--- src/hw/rtl/radar_clutter_map_accumulator_top_defines.svh ---
// Assertion macros for the clutter map accumulator.
`ifndef RADAR_CLUTTER_MAP_ACCUMULATOR_TOP_DEFINES_SVH
`define RADAR_CLUTTER_MAP_ACCUMULATOR_TOP_DEFINES_SVH
`ifndef SYNTHESIS
`define RCM_ASSERT(label, clk, rst_n, prop) \
    label: assert property (@(posedge clk) disable iff (!rst_n) prop) \
    else $error("assertion failed");
`define RCM_ASSERT_NEVER(label, clk, rst_n, cond) \
    label: assert property (@(posedge clk) disable iff (!rst_n) !(cond)) \
    else $error("forbidden condition seen");
`else
`define RCM_ASSERT(label, clk, rst_n, prop)
`define RCM_ASSERT_NEVER(label, clk, rst_n, cond)
`endif
`endif

--- src/hw/rtl/rcm_pkg.sv ---
// Shared types and constants for the clutter map accumulator.
package rcm_pkg;
    localparam logic [2:0] ACT_SAMPLE = 3'd0;
    localparam logic [2:0] ACT_MERGE  = 3'd1;
    localparam logic [2:0] ACT_SCAN   = 3'd2;
    localparam logic [2:0] ACT_READ   = 3'd3;
    localparam logic [2:0] ACT_CLRSC  = 3'd4;

    localparam logic [2:0] REG_QEN  = 3'd0;
    localparam logic [2:0] REG_SNR  = 3'd1;
    localparam logic [2:0] REG_VEL  = 3'd2;
    localparam logic [2:0] REG_WID  = 3'd3;
    localparam logic [2:0] REG_FRAC = 3'd4;
    localparam logic [2:0] REG_MINS = 3'd5;
    localparam logic [2:0] REG_MODE = 3'd6;

    typedef struct packed {
        logic [2:0]  qen;
        logic signed [15:0] min_snr;
        logic [14:0] max_vel;
        logic [15:0] max_wid;
        logic [15:0] min_frac;
        logic [12:0] min_scans;
        logic        imode;
    } cfg_t;

    typedef struct packed {
        logic [2:0]  action;
        logic [15:0] gate_index;
        logic signed [15:0] reflectivity;
        logic        reflectivity_missing;
        logic signed [15:0] gate_threshold;
        logic signed [15:0] snr;
        logic        snr_missing;
        logic signed [15:0] velocity;
        logic [15:0] spectrum_width;
        logic [12:0] partial_count;
    } item_t;

    typedef struct packed {
        logic [15:0] out_gate;
        logic [12:0] hit_count;
        logic signed [15:0] mean_reflectivity;
        logic        mean_valid;
        logic [15:0] hit_fraction;
        logic        too_few_scans;
    } result_t;

    // controller -> datapath
    typedef struct packed {
        logic clr_step;   // clearing sweep write
        logic load;       // capture item, issue memory read
        logic update;     // write back sample/merge/read-clear
        logic div_start;
        logic res_load;
    } cmd_t;

    // datapath -> controller
    typedef struct packed {
        logic clr_done;
        logic div_busy;
    } status_t;
endpackage

--- src/hw/rtl/rcm_ctrl.sv ---
// Sequencer for clearing, item processing, division and result transfer.
module rcm_ctrl
    import rcm_pkg::*;
(
    input  logic    clk,
    input  logic    rst_n,
    input  logic    in_valid,
    input  logic [2:0] in_action,
    output logic    in_ready,
    output logic    out_valid,
    input  logic    out_ready,
    input  status_t stat,
    output cmd_t    cmd
);
    typedef enum logic [2:0] {S_CLEAR, S_IDLE, S_READ, S_UPD, S_DIV, S_OUT} state_t;
    state_t state_reg, state_next;
    logic read_reg, read_next;
    logic out_valid_reg, out_valid_next;

    always_comb
    begin
        state_next = state_reg;
        read_next = read_reg;
        out_valid_next = out_valid_reg;
        cmd = '0;
        in_ready = 1'b0;
        if (out_valid_reg && out_ready)
            out_valid_next = 1'b0;
        case (state_reg)
            S_CLEAR:
            begin
                cmd.clr_step = 1'b1;
                if (stat.clr_done)
                    state_next = S_IDLE;
            end
            S_IDLE:
            begin
                in_ready = !out_valid_reg;
                if (in_valid && !out_valid_reg)
                begin
                    cmd.load = 1'b1;
                    read_next = (in_action == ACT_READ);
                    state_next = S_READ;
                end
            end
            S_READ:
                state_next = S_UPD;
            S_UPD:
            begin
                cmd.update = 1'b1;
                if (read_reg)
                begin
                    cmd.div_start = 1'b1;
                    state_next = S_DIV;
                end
                else
                    state_next = S_IDLE;
            end
            S_DIV:
                if (!stat.div_busy)
                begin
                    cmd.res_load = 1'b1;
                    out_valid_next = 1'b1;
                    state_next = S_OUT;
                end
            S_OUT:
                if (!out_valid_reg || out_ready)
                    state_next = S_IDLE;
            default:
                state_next = S_IDLE;
        endcase
    end

    always_ff @(posedge clk or negedge rst_n)
    begin
        if (!rst_n)
        begin
            state_reg <= S_CLEAR;
            read_reg <= 1'b0;
            out_valid_reg <= 1'b0;
        end
        else
        begin
            state_reg <= state_next;
            read_reg <= read_next;
            out_valid_reg <= out_valid_next;
        end
    end

    assign out_valid = out_valid_reg;
endmodule

--- config.mk ---
export PLATFORM = sky130hd
export DESIGN_NAME = rcm_ctrl
export DESIGN_NICKNAME = d
export VERILOG_FILES = /design/src/hw/rtl/radar_clutter_map_accumulator_top_defines.svh /design/src/hw/rtl/rcm_pkg.sv /design/src/hw/rtl/rcm_ctrl.sv
export SDC_FILE = /design/constraint.sdc
export NUM_CORES = 1
export LEC_CHECK = 0
export BUFFER_PORTS_ARGS = -buffer_cell sky130_fd_sc_hd__buf_2
export CAP_MARGIN = 20
export CELL_PAD_IN_SITES_DETAIL_PLACEMENT = 1
export CELL_PAD_IN_SITES_GLOBAL_PLACEMENT = 2
export CORE_AREA = 2 2 39 41
export CTS_BUF_LIST = sky130_fd_sc_hd__clkbuf_2
export DETAILED_ROUTE_END_ITERATION = 10
export DIE_AREA = 0 0 41 43
export GPL_TIMING_DRIVEN = 1
export PLACE_DENSITY = 0.85
export SYNTH_ARGS = -nofsm -noshare
export SYNTH_HDL_FRONTEND = slang
export SYNTH_SLANG_ARGS = --single-unit
--- constraint.sdc ---
create_clock -name clk -period 2.2 [get_ports clk]
set_input_delay 0.33 -clock clk [delete_from_list [all_inputs] [get_ports clk]]
set_output_delay 0.33 -clock clk [all_outputs]
set_load 0.005 [all_outputs]
# Word level (Yosys, flattened, before mapping)
# Index checks and enable logic that the tools add are counted.
# Widths: inputs -> output; s select.
# word_totals
regBits	5
input_bits	9
output_inout_bits	7
wordCells	37
# op_classes
eq_ne	10
muxes	17
reduce_logical	7
# ops
operator	n
$pmux 3 s6	1
$mux 3	5
$mux 1	10
$eq 3x2->1 const B	3
$ne 2x2->1 const B	4
$eq 3x3->1 const B	2
$reduce_and 4->1	1
$eq 3x1->1 const B	1
$logic_not 3->1	1
$logic_and 1x1->1	2
$mux 2	1
$reduce_and 2->1	1
$logic_not 1->1	1
$logic_or 1x1->1	1

# Logic depth before layout (Yosys ltp)
# logic_depth
depth_word	4
mapped_depth	3
ltp_nobuf	3

# Worst setup path before layout
# Ideal clock, no wire load.
# synth_path
path_kind	register to output
from	register state_reg[1]
to	output cmd[3] in the netlist's numbering
arrival_time_ps	948
setup_slack_ps	922
path_stages_with_launch	3
n_path_buf	0
path_cell_list	dfrtp_1 or3b_4 nor2_1
# synth_rtl
item	line	text
start: declaration	rcm_ctrl.sv:16	state_t state_reg, state_next;
start signal: assignment	rcm_ctrl.sv:84	state_reg <= state_next;
end: declaration	rcm_ctrl.sv:13	output cmd_t cmd

==> results.yml <==
status:
  outcome: "completed"
placed_design:
  gp_congestion: 0.739
  dp_slack_ns: 0.787
  hpwl_um: 600
  port_buffers: 15
synthesis:
  syn_avg_cell_area_um2: 9.15
  yosys_warnings: 0
  synth-seq-area-share_pct: 42.7
  synthCells: 32
  synth.distinct_cells: 16
  synth_seq_cells: 5
  synth.net_count: 41
  netlist_area_um2: 293
setup_path:
  crit_type: "reg2out"
  endpoint_kind: "primary output"
  cp_num_buf_inv: 1
  rrSetupSlack_ns: 0.88
  cp.required_ns: 1.87
  critPathLaunchType: "register"
  cp_slowest_stage_delay_ns: 0.45
  crit_fanout: 7
  worstPathArrival_ns: 1.29
  critical_path.cell_chain: "or3b_4, nor2_1, buf_2"
  worst_path_max_delay_cell: "or3b_4"
  path_delay_family: "simple AND/OR/NAND/NOR gates"
clock_tree:
  hold_buffers: 1
  cts_root_buffer: "clkbuf_2"
  cts_tree: "done"
  clk_latency_ns: 0.20
  clk_pin_slew_ns: 0.05
  post_cts_buffers: 0
  cts.sink_count: 5
  numCtsBuffers: 3
  htreeDepth: 1
  ctsResizeCount: 0
  cts_buffer_depth: 2
floorplan:
  start_util_pct: 21.2
  die_w_um: 41
  fp.dieH_um: 43
  coreArea_um2: 1380
  pin_count: 16
  core.rowCount: 14
  fp.dieArea_um2: 1760
sta:
  setup_ws_ns: 0.575
  finalSetupTns_ns: 0
  min_period_ns: 1.62
  rsz0062_at_grt: "no"
  timing.final.crit_share_pct: 73.9
  slew-limit-headroom_pct: 82.4
  hold_slack_ns: 0.322
  timing.final.max_slew_violations: 0
  fmax_mhz: 615
  fin_skew_ns: 0.00226
  setup_viol_count_final: 0
  worstMarginPinSlew_ns: 0.261
  finalHoldViolCount: 0
pwr:
  switching_share_pct: 37.9
  p_sw_uw: 162
  power_frac_seq_pct: 35.7
  combinationalPowerShare_pct: 45.3
  power.density_nw_per_um2: 1020
  ir_drop_v: 0.000413
  p_clk_share_pct: 19.0
  power.leakage_uw: 0.000241
  power.internal_uw: 265
global_route:
  grt_pass1_vias: 286
  grt.total_usage_pct: 10.1
  grt_pass1_wl_um: 1120
  grt_max_degree: 8
  antenna_found_initial: 0
  gr-total-overflow: 0
finish:
  diodes: 0
  area_delta_synth_final_pct: 42.7
  nets: 62
  largest_reg_flops: 3
  drive_gt1_share_pct: 46.2
detailed_routing:
  viasPerCell: 4.31
  drt-total-wl_um: 682
  drt_iter0_markers: 2
  routedWlPerCell_um: 10.0
  vias: 293
  ant_nets: 0
  drc: 0
  dr.pass1.iters: 2
job:
  maxCapViolCount: 0
worst_hold_path:
  hold_class: "in2reg"
-- Yosys cell counts --
cell	n	area [um^2]
nand2b_1	4	25.0
o41ai_2	1	16.3
mux2_4	1	15.0
and3_1	1	6.26
o21ai_0	1	5.00
a31o_2	1	8.76
inv_1	2	7.51
nor2b_1	2	12.5
dfrtp_1	5	125
nor2_2	1	6.26
nand2_1	3	11.3
nor2_1	3	11.3
a21oi_1	2	10.0
nor3_1	3	15.0
or3b_4	1	11.3
o22ai_1	1	6.26
-- worst paths after layout --
kind,startpoint,to,cells past startpoint
max,state_reg[1],cmd[3],3
min,in_action[2],read_reg,2
max reg2reg,state_reg[1],read_reg,3
min reg2reg,read_reg,read_reg,2
max in group asynchronous,rst_n,out_valid,2
min in group asynchronous,rst_n,state_reg[1],2
-- power groups by stage --
stage	registers, uW	clock network, uW	logic (uW)
after floorplan	146	0	131
after global placement	154	0	196
after detailed placement	155	0	194
after CTS	154	85.1	197
after global routing	159	90.9	222
final	153	81.1	194
-- routing by layer --
layer / GRT usage [%] / vias to the layer above / share of wire, %
met5: 0 / - / 0
met4: 12.0 / 0 / 2.8
met3: 1.57 / 2 / 7.3
met2: 12.5 / 11 / 42
met1: 12.7 / 128 / 48
li1: - / 152 / -
-- cells in the final DEF (no fill, tap or decap) --
| cell type | instances |
|---|---|
| nor2_1 | 3 |
| o21ai_0 | 1 |
| o41ai_2 | 1 |
| or3b_4 | 1 |
| nor2_2 | 1 |
| and3_1 | 1 |
| dlygate4sd3_1 | 1 |
| o22ai_1 | 1 |
| nand2_1 | 3 |
| buf_2 | 15 |
| nor2b_1 | 2 |
| nor3_1 | 3 |
| dfrtp_1 | 5 |
| mux2_4 | 1 |
| clkbuf_2 | 4 |
| inv_1 | 2 |
| a21oi_1 | 2 |
| nand2b_1 | 4 |
| a31o_2 | 1 |
-- final cells by class --
cell class                      count  area, um^2
Sequential cell                     5         125
Inverter                            2        7.51
Fill cell                         185         966
Tap cell                           16        20.0
Multi-Input combinational cell     25         160
Clock buffer                        4        20.0
Timing Repair Buffer               16        85.1
-- stage by stage --
stage                     std cells  total power, uW  util (%)  cell area [um^2]
final                            68              428      30.2               418
after global placement           63              350      28.0               388
after global routing             68              472      30.2               418
after CTS                        68              436      30.2               418
after detailed placement         63              348      28.0               388
after floorplan                  32              277         -               293
-- cells by family after synthesis --
logic type,Yosys count,synth area share [%]
compound gates,6,15.8
buf+inv,2,2.57
flops,5,42.7
mux,1,5.13
simple gates,18,33.8
Note: power is estimated with default switching activity, not from simulation.
